$ cat config.mk
export PLATFORM = sky130hd
export DESIGN_NAME = parameter_table_command_responder_core
export DESIGN_NICKNAME = d
export VERILOG_FILES = /design/src/design/ptcr_pkg.sv /design/src/design/ptcr_front.sv /design/src/design/ptcr_cmd_queue.sv /design/src/design/ptcr_back.sv /design/src/design/parameter_table_command_responder_core.sv
export SDC_FILE = /design/constraint.sdc
export NUM_CORES = 1
export LEC_CHECK = 0
export ABC_AREA = 1
export BUFFER_PORTS_ARGS = -buffer_cell sky130_fd_sc_hd__buf_2
export CORE_UTILIZATION = 56
export CTS_CLUSTER_DIAMETER = 50
export DETAILED_ROUTE_END_ITERATION = 8
export PLACE_DENSITY_LB_ADDON = 0.05
export REMOVE_ABC_BUFFERS = 1
export SYNTH_ARGS = -nofsm -noshare
export SYNTH_HDL_FRONTEND = slang
export SYNTH_SLANG_ARGS = --single-unit
$ cat constraint.sdc
create_clock -name i_clk -period 4.2 [get_ports i_clk]
set_input_delay 0.84 -clock i_clk [delete_from_list [all_inputs] [get_ports i_clk]]
set_output_delay 0.84 -clock i_clk [all_outputs]
set_load 0.02 [all_outputs]
$ cat src/design/ptcr_pkg.sv
// ----------------------------------------------------------------------------
// ptcr_pkg
// Shared types, codes and the fixed parameter table of the command responder.
// ----------------------------------------------------------------------------
`default_nettype none

package ptcr_pkg;

    localparam int TABLE_SIZE = 13;
    localparam int TIDX_W     = 4;

    // Request command codes.
    localparam logic [2:0] CMD_GET       = 3'd0;
    localparam logic [2:0] CMD_SET       = 3'd1;
    localparam logic [2:0] CMD_GET_ALL   = 3'd2;
    localparam logic [2:0] CMD_RESET_DEF = 3'd3;

    // Response status codes.
    localparam logic [1:0] ST_OK      = 2'd0;
    localparam logic [1:0] ST_UNKNOWN = 2'd1;
    localparam logic [1:0] ST_BUSY    = 2'd2;
    localparam logic [1:0] ST_BADOP   = 2'd3;

    localparam logic [15:0] ENTRY_ID [TABLE_SIZE] = '{
        16'h0101, 16'h0102, 16'h0103, 16'h0104, 16'h0105,
        16'h0110, 16'h0111, 16'h0112, 16'h0113, 16'h0114,
        16'h0120, 16'h0121, 16'h0122
    };

    localparam logic [15:0] ENTRY_DEFAULT [TABLE_SIZE] = '{
        16'd1500, 16'd3071, 16'd4641, 16'd6212, 16'd300,
        16'd6242, 16'd400,  16'd250,  16'd6342, 16'd6442,
        16'd1100, 16'd1000, 16'd1000
    };

    localparam logic [1:0] ENTRY_PRIO [TABLE_SIZE] = '{
        2'd1, 2'd1, 2'd1, 2'd1, 2'd1,
        2'd2, 2'd2, 2'd2, 2'd2, 2'd2,
        2'd3, 2'd3, 2'd3
    };

    // Classified operation handed from the front end to the back end.
    typedef enum logic [2:0] {
        OP_GET,
        OP_SET,
        OP_LIST,
        OP_RESET,
        OP_BAD
    } t_op;

    typedef struct packed {
        t_op                op;
        logic [7:0]         seq;
        logic [15:0]        pid;
        logic [15:0]        nval;
        logic               wr;
        logic               hit;
        logic [TIDX_W-1:0]  idx;
    } t_cmd;

    typedef enum logic {
        BK_IDLE,
        BK_LIST
    } t_bk_state;

endpackage

`default_nettype wire

$ cat src/design/ptcr_front.sv
// ----------------------------------------------------------------------------
// ptcr_front
// Classifies a request and looks its identifier up in the parameter table.
// ----------------------------------------------------------------------------
`default_nettype none

module ptcr_front
    import ptcr_pkg::*;
#(
    parameter int NUM_ENTRIES = 13
) (
    input  wire logic [2:0]  i_command,
    input  wire logic [7:0]  i_seq,
    input  wire logic [15:0] i_target_id,
    input  wire logic [15:0] i_new_value,
    input  wire logic        i_wr_permit,
    output t_cmd             o_cmd
);

    logic              hit;
    logic [TIDX_W-1:0] idx;

    // Scanning downward leaves the lowest matching entry selected.
    always_comb begin
        hit = 1'b0;
        idx = '0;
        for (int i = TABLE_SIZE - 1; i >= 0; i--) begin
            if (i < NUM_ENTRIES && ENTRY_ID[i] == i_target_id) begin
                hit = 1'b1;
                idx = TIDX_W'(i);
            end
        end
    end

    always_comb begin
        o_cmd.seq  = i_seq;
        o_cmd.pid  = i_target_id;
        o_cmd.nval = i_new_value;
        o_cmd.wr   = i_wr_permit;
        o_cmd.hit  = hit;
        o_cmd.idx  = idx;
        unique case (i_command)
            CMD_GET:       o_cmd.op = OP_GET;
            CMD_SET:       o_cmd.op = OP_SET;
            CMD_GET_ALL:   o_cmd.op = OP_LIST;
            CMD_RESET_DEF: o_cmd.op = OP_RESET;
            default:       o_cmd.op = OP_BAD;
        endcase
    end

endmodule

`default_nettype wire

$ cat src/design/ptcr_cmd_queue.sv
// ----------------------------------------------------------------------------
// ptcr_cmd_queue
// Two-entry queue of classified commands between front and back end.
// ----------------------------------------------------------------------------
`default_nettype none

module ptcr_cmd_queue
    import ptcr_pkg::*;
(
    input  wire logic i_clk,
    input  wire logic i_rst_n,
    input  wire logic i_push,
    input  wire t_cmd i_cmd,
    output logic      o_full,
    input  wire logic i_pop,
    output logic      o_empty,
    output t_cmd      o_cmd
);

    localparam int Q_DEPTH = 2;
    localparam int PTR_W   = $clog2(Q_DEPTH);
    localparam int CNT_W   = $clog2(Q_DEPTH + 1);

    t_cmd             r_mem [Q_DEPTH];
    logic [PTR_W-1:0] r_wr_ptr;
    logic [PTR_W-1:0] r_rd_ptr;
    logic [CNT_W-1:0] r_count;
    logic             do_push;
    logic             do_pop;

    assign o_full  = (r_count == CNT_W'(Q_DEPTH));
    assign o_empty = (r_count == '0);
    assign o_cmd   = r_mem[r_rd_ptr];
    assign do_push = i_push && !o_full;
    assign do_pop  = i_pop && !o_empty;

    always_ff @(posedge i_clk) begin
        if (!i_rst_n) begin
            r_wr_ptr <= '0;
            r_rd_ptr <= '0;
            r_count  <= '0;
        end else begin
            if (do_push) begin
                r_wr_ptr <= r_wr_ptr + 1'b1;
            end
            if (do_pop) begin
                r_rd_ptr <= r_rd_ptr + 1'b1;
            end
            if (do_push && !do_pop) begin
                r_count <= r_count + 1'b1;
            end else if (do_pop && !do_push) begin
                r_count <= r_count - 1'b1;
            end
        end
    end

    always_ff @(posedge i_clk) begin
        if (do_push) begin
            r_mem[r_wr_ptr] <= i_cmd;
        end
    end

endmodule

`default_nettype wire

$ cat src/design/ptcr_back.sv
// ----------------------------------------------------------------------------
// ptcr_back
// Executes commands against the value store and drives the response register.
// ----------------------------------------------------------------------------
`default_nettype none

module ptcr_back
    import ptcr_pkg::*;
#(
    parameter int          NUM_ENTRIES = 13,
    parameter logic [15:0] LIST_END_ID = 16'hFFFF
) (
    input  wire logic        i_clk,
    input  wire logic        i_rst_n,
    input  wire logic        i_q_empty,
    input  wire t_cmd        i_cmd,
    output logic             o_q_pop,
    input  wire logic        i_pop,
    output logic             o_empty,
    output logic [7:0]       o_resp_seq,
    output logic [1:0]       o_status,
    output logic [15:0]      o_resp_id,
    output logic [15:0]      o_resp_value,
    output logic [1:0]       o_priority_res,
    output logic             o_last
);

    t_bk_state         r_state;
    t_bk_state         n_state;
    logic [15:0]       r_store [TABLE_SIZE];
    logic [TIDX_W-1:0] r_cnt;
    logic [7:0]        r_lseq;

    logic              r_ov;
    logic [7:0]        r_seq;
    logic [1:0]        r_status;
    logic [15:0]       r_id;
    logic [15:0]       r_value;
    logic [1:0]        r_prio;
    logic              r_last;

    logic              slot_free;
    logic              out_load;
    logic              at_end;
    logic [7:0]        n_seq;
    logic [1:0]        n_status;
    logic [15:0]       n_id;
    logic [15:0]       n_value;
    logic [1:0]        n_prio;
    logic              n_last;
    logic              st_write;
    logic              st_restore;
    logic [15:0]       cur_value;

    assign slot_free = !r_ov || i_pop;
    assign at_end    = (r_cnt == TIDX_W'(NUM_ENTRIES));
    assign cur_value = r_store[i_cmd.idx];

    always_comb begin
        n_state = r_state;
        unique case (r_state)
            BK_IDLE: begin
                if (!i_q_empty && slot_free && i_cmd.op == OP_LIST) begin
                    n_state = BK_LIST;
                end
            end
            BK_LIST: begin
                if (slot_free && at_end) begin
                    n_state = BK_IDLE;
                end
            end
            default: n_state = BK_IDLE;
        endcase
    end

    always_comb begin
        o_q_pop    = 1'b0;
        out_load   = 1'b0;
        st_write   = 1'b0;
        st_restore = 1'b0;
        n_seq      = i_cmd.seq;
        n_status   = ST_OK;
        n_id       = i_cmd.pid;
        n_value    = '0;
        n_prio     = '0;
        n_last     = 1'b1;
        unique case (r_state)
            BK_IDLE: begin
                if (!i_q_empty && slot_free) begin
                    o_q_pop = 1'b1;
                    out_load = (i_cmd.op != OP_LIST);
                    case (i_cmd.op)
                        OP_GET: begin
                            if (i_cmd.hit) begin
                                n_value = cur_value;
                                n_prio  = ENTRY_PRIO[i_cmd.idx];
                            end else begin
                                n_status = ST_UNKNOWN;
                            end
                        end
                        OP_SET: begin
                            if (!i_cmd.wr) begin
                                n_status = ST_BUSY;
                                if (i_cmd.hit) begin
                                    n_value = cur_value;
                                    n_prio  = ENTRY_PRIO[i_cmd.idx];
                                end
                            end else if (!i_cmd.hit) begin
                                n_status = ST_UNKNOWN;
                            end else begin
                                st_write = 1'b1;
                                n_value  = i_cmd.nval;
                                n_prio   = ENTRY_PRIO[i_cmd.idx];
                            end
                        end
                        OP_RESET: begin
                            st_restore = i_cmd.wr;
                            n_status   = i_cmd.wr ? ST_OK : ST_BUSY;
                            n_id       = LIST_END_ID;
                            n_value    = 16'(NUM_ENTRIES);
                        end
                        OP_LIST: begin
                            n_last = 1'b0;
                        end
                        default: begin
                            n_status = ST_BADOP;
                        end
                    endcase
                end
            end
            BK_LIST: begin
                n_seq = r_lseq;
                if (slot_free) begin
                    out_load = 1'b1;
                    if (at_end) begin
                        n_id    = LIST_END_ID;
                        n_value = 16'(NUM_ENTRIES);
                    end else begin
                        n_id    = ENTRY_ID[r_cnt];
                        n_value = r_store[r_cnt];
                        n_prio  = ENTRY_PRIO[r_cnt];
                        n_last  = 1'b0;
                    end
                end
            end
            default: begin
                n_last = 1'b1;
            end
        endcase
    end

    always_ff @(posedge i_clk) begin
        if (!i_rst_n) begin
            r_state <= BK_IDLE;
            r_cnt   <= '0;
            r_ov    <= 1'b0;
        end else begin
            r_state <= n_state;
            if (r_state == BK_IDLE) begin
                r_cnt <= '0;
            end else if (out_load) begin
                r_cnt <= r_cnt + 1'b1;
            end
            if (out_load) begin
                r_ov <= 1'b1;
            end else if (i_pop) begin
                r_ov <= 1'b0;
            end
        end
    end

    always_ff @(posedge i_clk) begin
        if (!i_rst_n || st_restore) begin
            r_store <= ENTRY_DEFAULT;
        end else if (st_write) begin
            r_store[i_cmd.idx] <= i_cmd.nval;
        end
    end

    always_ff @(posedge i_clk) begin
        if (o_q_pop) begin
            r_lseq <= i_cmd.seq;
        end
        if (out_load) begin
            r_seq    <= n_seq;
            r_status <= n_status;
            r_id     <= n_id;
            r_value  <= n_value;
            r_prio   <= n_prio;
            r_last   <= n_last;
        end
    end

    assign o_empty        = !r_ov;
    assign o_resp_seq     = r_seq;
    assign o_status       = r_status;
    assign o_resp_id      = r_id;
    assign o_resp_value   = r_value;
    assign o_priority_res = r_prio;
    assign o_last         = r_last;

    a_pop_needs_cmd: assert property (@(posedge i_clk) disable iff (!i_rst_n)
        o_q_pop |-> !i_q_empty)
        else $error("command popped from an empty queue");

    a_cnt_range: assert property (@(posedge i_clk) disable iff (!i_rst_n)
        r_state == BK_LIST |-> r_cnt <= TIDX_W'(NUM_ENTRIES))
        else $error("list counter ran past the end marker");

    a_non_last_in_list: assert property (@(posedge i_clk) disable iff (!i_rst_n)
        (out_load && !n_last) |-> r_state == BK_LIST)
        else $error("non-final response outside a list burst");

    a_list_ends_marked: assert property (@(posedge i_clk) disable iff (!i_rst_n)
        (r_state == BK_LIST && n_state == BK_IDLE) |-> (out_load && n_last))
        else $error("list burst left without its end marker");

endmodule

`default_nettype wire

$ cat src/design/parameter_table_command_responder_core.sv
// ----------------------------------------------------------------------------
// parameter_table_command_responder_core
// Command responder for a table of thirteen 16-bit tuning parameters.
// ----------------------------------------------------------------------------
// Path: a request is held in the command queue, then in the response register.
// Throughput: one single-answer request per cycle while pop keeps up; a
//   get-all is first taken from the queue, then the back end steps through
//   the store, loading a response for each entry and then the end marker.
// Reset: synchronous, active low; the store returns to its default values
//   at once and the command queue and response register are emptied.
// ----------------------------------------------------------------------------
`default_nettype none

module parameter_table_command_responder_core
    import ptcr_pkg::*;
#(
    parameter int          NUM_ENTRIES = 13,
    parameter logic [15:0] LIST_END_ID = 16'hFFFF
) (
    input  wire logic        i_clk,
    input  wire logic        i_rst_n,
    // Request side: a transaction completes when push is high and full low.
    input  wire logic        push,
    output logic             full,
    input  wire logic [2:0]  i_command,
    input  wire logic [7:0]  i_seq,
    input  wire logic [15:0] i_target_id,
    input  wire logic [15:0] i_new_value,
    input  wire logic        i_wr_permit,
    // Response side: a transaction completes when pop is high and empty low.
    output logic             empty,
    input  wire logic        pop,
    output logic [7:0]       o_resp_seq,
    output logic [1:0]       o_status,
    output logic [15:0]      o_resp_id,
    output logic [15:0]      o_resp_value,
    output logic [1:0]       o_priority_res,
    output logic             o_last
);

    // The front end classifies the request and resolves the identifier to a
    // table index in the same cycle, so the queue stores ready-to-run work.
    t_cmd front_cmd;
    t_cmd queue_cmd;
    logic queue_empty;
    logic queue_pop;

    ptcr_front #(
        .NUM_ENTRIES (NUM_ENTRIES)
    ) u_front (
        .i_command   (i_command),
        .i_seq       (i_seq),
        .i_target_id (i_target_id),
        .i_new_value (i_new_value),
        .i_wr_permit (i_wr_permit),
        .o_cmd       (front_cmd)
    );

    // The queue lets new requests land while the back end is busy with a
    // get-all burst or is held off by a full response register.
    ptcr_cmd_queue u_queue (
        .i_clk   (i_clk),
        .i_rst_n (i_rst_n),
        .i_push  (push),
        .i_cmd   (front_cmd),
        .o_full  (full),
        .i_pop   (queue_pop),
        .o_empty (queue_empty),
        .o_cmd   (queue_cmd)
    );

    // The back end owns the value store and executes commands in order, so
    // a get always observes every earlier set.
    ptcr_back #(
        .NUM_ENTRIES (NUM_ENTRIES),
        .LIST_END_ID (LIST_END_ID)
    ) u_back (
        .i_clk          (i_clk),
        .i_rst_n        (i_rst_n),
        .i_q_empty      (queue_empty),
        .i_cmd          (queue_cmd),
        .o_q_pop        (queue_pop),
        .i_pop          (pop),
        .o_empty        (empty),
        .o_resp_seq     (o_resp_seq),
        .o_status       (o_status),
        .o_resp_id      (o_resp_id),
        .o_resp_value   (o_resp_value),
        .o_priority_res (o_priority_res),
        .o_last         (o_last)
    );

endmodule

`default_nettype wire

# After elaboration in Yosys (flattened, before gate mapping)
# Memories as Yosys holds them, arrays and structs flattened. A register that Yosys moved wholly into a read port is not among the register bits.
# Cells that the tools add are included.
# totals
regBits	271
ram_bits	98
romBits	320
elab_cells	183
n_memories	4
# classes
n_addsub	5
order_cmp	3
eq_ne	22
n_mux	95
bitwise	4
reduce_logical	24
# mem_list
memory	words	width	read_ports	rd_ports_with_merged_regs	wr	line	text
(name not given)	16	16	1	0	0	ptcr_back.sv:139	n_id = ENTRY_ID[r_cnt];
u_queue.r_mem	2	49	1	1	1	ptcr_cmd_queue.sv:24	t_cmd r_mem [Q_DEPTH];
(name not given)	16	2	1	0	0	ptcr_back.sv:141	n_prio = ENTRY_PRIO[r_cnt];
(name not given)	16	2	1	0	0	ptcr_back.sv:96	n_prio = ENTRY_PRIO[i_cmd.idx];
# ops
operator	n
16-bit 2-to-1 mux	17
208-bit bitwise mux	1
9-bit by 16-bit == test with 1-bit output, first input constant	13
16-bit binary-select mux with 4-bit select	2
16-bit demux with 4-bit select	1
16-bit case mux with 2 select lines	2
4-bit 2-to-1 mux	13
16-bit case mux with 3 select lines	1
1-bit 2-to-1 mux	38
2-bit 2-to-1 mux	13
3-bit by 2-bit == test with 1-bit output, second input constant	4
3-bit case mux with 4 select lines	1
5-bit greater-or-equal comparator, second input constant	2
4-bit NOT with 5-bit output	2
1-bit logical AND	8
8-bit 2-to-1 mux	1
2-bit case mux with 4 select lines	1
3-bit by 1-bit == test with 1-bit output, second input constant	2
1-bit logical NOT	6
3-bit logical NOT	2
1-bit case mux with 2 select lines	3
5-bit by 1-bit < comparator with 1-bit output, second input constant	1
4-bit by 1-bit adder with 4-bit output, second input constant	1
4-bit == test, second input constant	1
other kinds (12)	17

# Depth between registers and ports, before layout
# logic_depth
ltp_word	14
mapped_depth	15
mapped_depth_nobuf	12

# Hierarchy
# From an unflattened synthesis, not the netlist that was laid out.
# unflattened
cells_unflattened	2407
hier_area_um2	18659.1
# modules_own_cells
module	instances	cells_each	area_each_um2
ptcr_back	1	2106	14208.6
ptcr_cmd_queue	1	190	3822.4
ptcr_front	1	111	628.1

# Worst setup path before layout
# No wires, ideal clock.
# synth_path
path_kind	input -> register
from	input push
to	memory u_queue.r_mem[1][0] (netlist bit), enable pin
setup_ns	0.457
arrival_time_ns	3.060
required_time_ns	3.743
slack_ns	0.683
stages	2
path_buffers	0
path_cell_list	o21ai_0 nor2_1
# synth_between
elab_chain_len	3
# synth_lines
element	line	text
start: declaration	parameter_table_command_responder_core.sv:23	input wire logic push,
1-bit logical AND	ptcr_cmd_queue.sv:34	assign do_push = i_push && !o_full;
1-bit 2-to-1 mux	ptcr_cmd_queue.sv:58	if (do_push) begin
1-bit 2-to-1 mux (implied by the code)	ptcr_cmd_queue.sv:59	r_mem[r_wr_ptr] <= i_cmd;
end: declaration	ptcr_cmd_queue.sv:24	
# No other way between the ends.

# Worst setup path in the final report
# layout_path
from	register u_back.r_state
to	register u_back.r_store[31] (netlist bit)
# layout_between
elab_chain_len	2
# layout_lines
element	line	text
start: declaration	ptcr_back.sv:28	t_bk_state r_state;
start signal: assignment	ptcr_back.sv:158	r_state <= n_state;
1-bit 2-to-1 mux	ptcr_back.sv:87	unique case (r_state)
1-bit logical OR	ptcr_back.sv:173	if (!i_rst_n || st_restore) begin
end signal: indexed assignment	ptcr_back.sv:176	r_store[i_cmd.idx] <= i_cmd.nval;
end: declaration	ptcr_back.sv:30	logic [15:0] r_store [TABLE_SIZE];
# Parallel ways exist; a longest one is shown, timed or not.
# A chain may end at the register's enable or synchronous reset.

==> run_results.csv <==
group,metric,value,unit
final_layout,syn_to_final_growth,12.4,%
route,drc,0,
synth,synth.area.top_cells,"edfxtp_1 (24%), dfxtp_1 (23%), nand2_1 (17%)",
global_route,first_global_vias,17495,
clocking,cts-resized-gates,0,
hold_path,hold_start,"i_new_value[10]",
route,wl_met1,25300,µm
global_route,gr-total-overflow,0,
place,placed_area,20100,µm²
clocking,insertion_delay,570,ps
timing,worst_pin_slew,971,ps
route,drt-initial-drc-count,2080,
route,via_per_inst,5.94,
timing,period_share,0.757,
hold_path,min_path_type,"in -> reg",
floorplanning,die_area,34800,µm²
synth,synth_commonest_cells,"nand2_1 (868), nand3_1 (239), inv_1 (231)",
clocking,cts_buffers,44,
synth,synth_top_cell_by_area,"edfxtp_1",
final_layout,fin_nets,2713,
power_and_ir_drop,leakagePower,9.22,nW
floorplanning,top_level_ports,95,
timing,max_freq,314,MHz
synth,synth_top_area_frac,0.237,
global_route,antenna_found_initial,1,
synth,syn_inst,2615,
final_layout,drive_above_1_share,0.115,
place,port_buffers,94,
synth,yosysSeqAreaShare,0.467,
clocking,hold_buffers,0,
route,ant_nets,0,
synth,ys_ff_latch,370,
timing,final_hold_viol_count,0,
setup_path,worstPathArrival,3660,ps
synth,synth_enable_flop_cells,151,
global_route,grt_pass1_wl,98900,µm
place,gp_congestion,0.908,
setup_path,end_kind,"flip-flop",
synth,postSynth.asyncResetShare,0,
setup_path,worstPathRequired,4680,ps
final_layout,final_cell_area,21500,µm²
clocking,cts.sinks,370,
setup_path,r2r_cells,9,
flow_run,cap_violations,0,
route,firstDrtPassIters,7,
floorplanning,start_util,0.570,
global_route,grt_util_all_layers,0.368,
timing,finalSetupViolCount,0,
clocking,clkTransAtPathRegs,60,ps
floorplanning,dieHeight,187,µm
clocking,postCtsSetupRepairBufs,0,
route,dr_wl_met2,28000,µm
setup_path,start_kind,"flip-flop",
route,met3_wirelength,8050,µm
setup_path,crit_type,"reg -> reg",
synth,syn-mean-instance-area,7.30,µm²
setup_path,critical_path_peak_fanout,25,
route,top_layer,"met4",
clocking,clockBufferDepth,3,
place,dp_hpwl,39000,µm
run_status,status,"completed",
power_and_ir_drop,pwr_density_cell,614,nW/µm²
clocking,htreeDepth,2,
synth,synth_cell_types,40,
clocking,cts_tree,"built",
timing,period_needed,3180,ps
clocking,cts-root-buf,"clkbuf_16",
floorplanning,core-area,33500,µm²
global_route,grt_max_degree,154,
setup_path,cp-startpoint,"u_back.r_state",
timing,slew_violations,0,
setup_path,timing.rr.start,"u_back.r_state",
route,wl,64900,µm
floorplanning,die_w,187,µm
final_layout,antenna_cells,0,
timing,rsz0062_at_grt,"no",
synth,yosysWarnings,0,
synth,yosysMostFrequentCell,"nand2_1",
synth,syn-cell-area,19100,µm²
route,vias,18690,
timing,skew,12.6,ps
hold_path,holdPathStages,1,
route,routedWlPerCell,20.6,µm
synth,synth_ff_type,"dfxtp_1",
power_and_ir_drop,vdd_drop_max,0.510,mV
timing,slew_headroom,0.352,
timing,hold_ws,464,ps
floorplanning,row_count,67,
[cell usage in the layout, fill, tap and decap left out, types with 6 or more instances in the layout]
| cell | synthesis | layout |
|---|---|---|
| nand3_1 | 239 | 239 |
| a31oi_1 | 11 | 11 |
| nand2_1 | 868 | 863 |
| buf_2 | 76 | 94 |
| mux2i_1 | 9 | 9 |
| clkinv_2 | 0 | 7 |
| nand4_1 | 11 | 11 |
| nor2_1 | 123 | 121 |
| o311ai_0 | 6 | 6 |
| o211ai_1 | 99 | 99 |
| nand2_2 | 6 | 11 |
| clkbuf_1 | 78 | 8 |
| or2_2 | 14 | 14 |
| o21ai_1 | 19 | 18 |
| clkinv_1 | 5 | 12 |
| inv_1 | 231 | 231 |
| dfxtp_1 | 219 | 217 |
| nand3b_1 | 15 | 15 |
| buf_4 | 11 | 79 |
| inv_2 | 15 | 15 |
| nor3_1 | 8 | 8 |
| o21ai_0 | 126 | 126 |
| clkbuf_16 | 0 | 45 |
| edfxtp_1 | 151 | 151 |
| a21oi_1 | 222 | 222 |
| nor2_4 | 7 | 9 |
[metrics by stage]
step / instances / utilization / setup slack (ps) / setup TNS, ps / total power [mW]
after global routing: 3145 / 0.640 / 775 / 0 / 13.7
final: 3145 / 0.640 / 1020 / 0 / 13.2
after CTS: 3145 / 0.640 / 1050 / 0 / 13.1
after floorplan: 2437 / - / -5700 / -879550 / 7.50
after detailed placement: 3063 / 0.598 / 815 / 0 / 9.37
after global placement: 3063 / 0.598 / 944 / 0 / 9.33
[logic make-up after synthesis]
group,Yosys count,share of synthesized area
buf+inv,429,0.0919
simple gates,1301,0.283
mux,9,0.00472
compound gates,502,0.150
flops,370,0.467
fa+ha+maj,4,0.00262
[where the power goes]
group	switching (mW)	leakage (nW)	internal, mW	total [mW]
registers	0.134	3.20	4.34	4.48
clock network	1.57	0.689	2.16	3.72
logic	3.76	5.34	1.22	4.98
[sequential cells by signal (all words and copies together), names as in the netlist, named ones only]
signal,flops
u_back.o_resp_seq,8
u_queue.r_mem,98
u_back.r_lseq,8
u_back.r_ov,1
u_back.o_status,2
u_queue.r_wr_ptr,1
u_back.o_priority_res,2
u_back.r_state,1
u_back.o_resp_id,16
u_back.o_resp_value,16
u_queue.r_rd_ptr,1
u_queue.r_count,2
u_back.r_store,208
u_back.o_last,1
u_back.r_cnt,4
[final cells by class]
type,count,area [µm²]
clock buffer,56,1200
inverter,251,942
fill,3002,12100
tap,448,561
timing repair buffer,178,1160
multi-input combinational,1816,8460
sequential,370,8920
clock inverter,26,209
[critical path, cell delays in order, from the launching register on]
cell     delay, ps
dfxtp_1        340
inv_1          540
nand2_2        230
inv_2          270
nand2_1        140
nor2_4         520
buf_4          370
buf_4          350
nand3_1        120
a21oi_1        200
[per-layer routing]
metal / vias up / track usage
li1: 8715 / -
met1: 8553 / 0.483
met2: 1182 / 0.557
met3: 240 / 0.0940
met4: 0 / 0.199
met5: - / 0
[worst paths after layout]
path / endpoint / slack (ps)
setup reg to reg: u_back.r_store[31] / 1020
setup / recovery: u_back.r_store[31] / 1020
hold reg to reg: u_back.r_store[139] / 460
hold / removal: u_queue.r_mem[1][16] / 460
(Power assumes the default switching activity.)
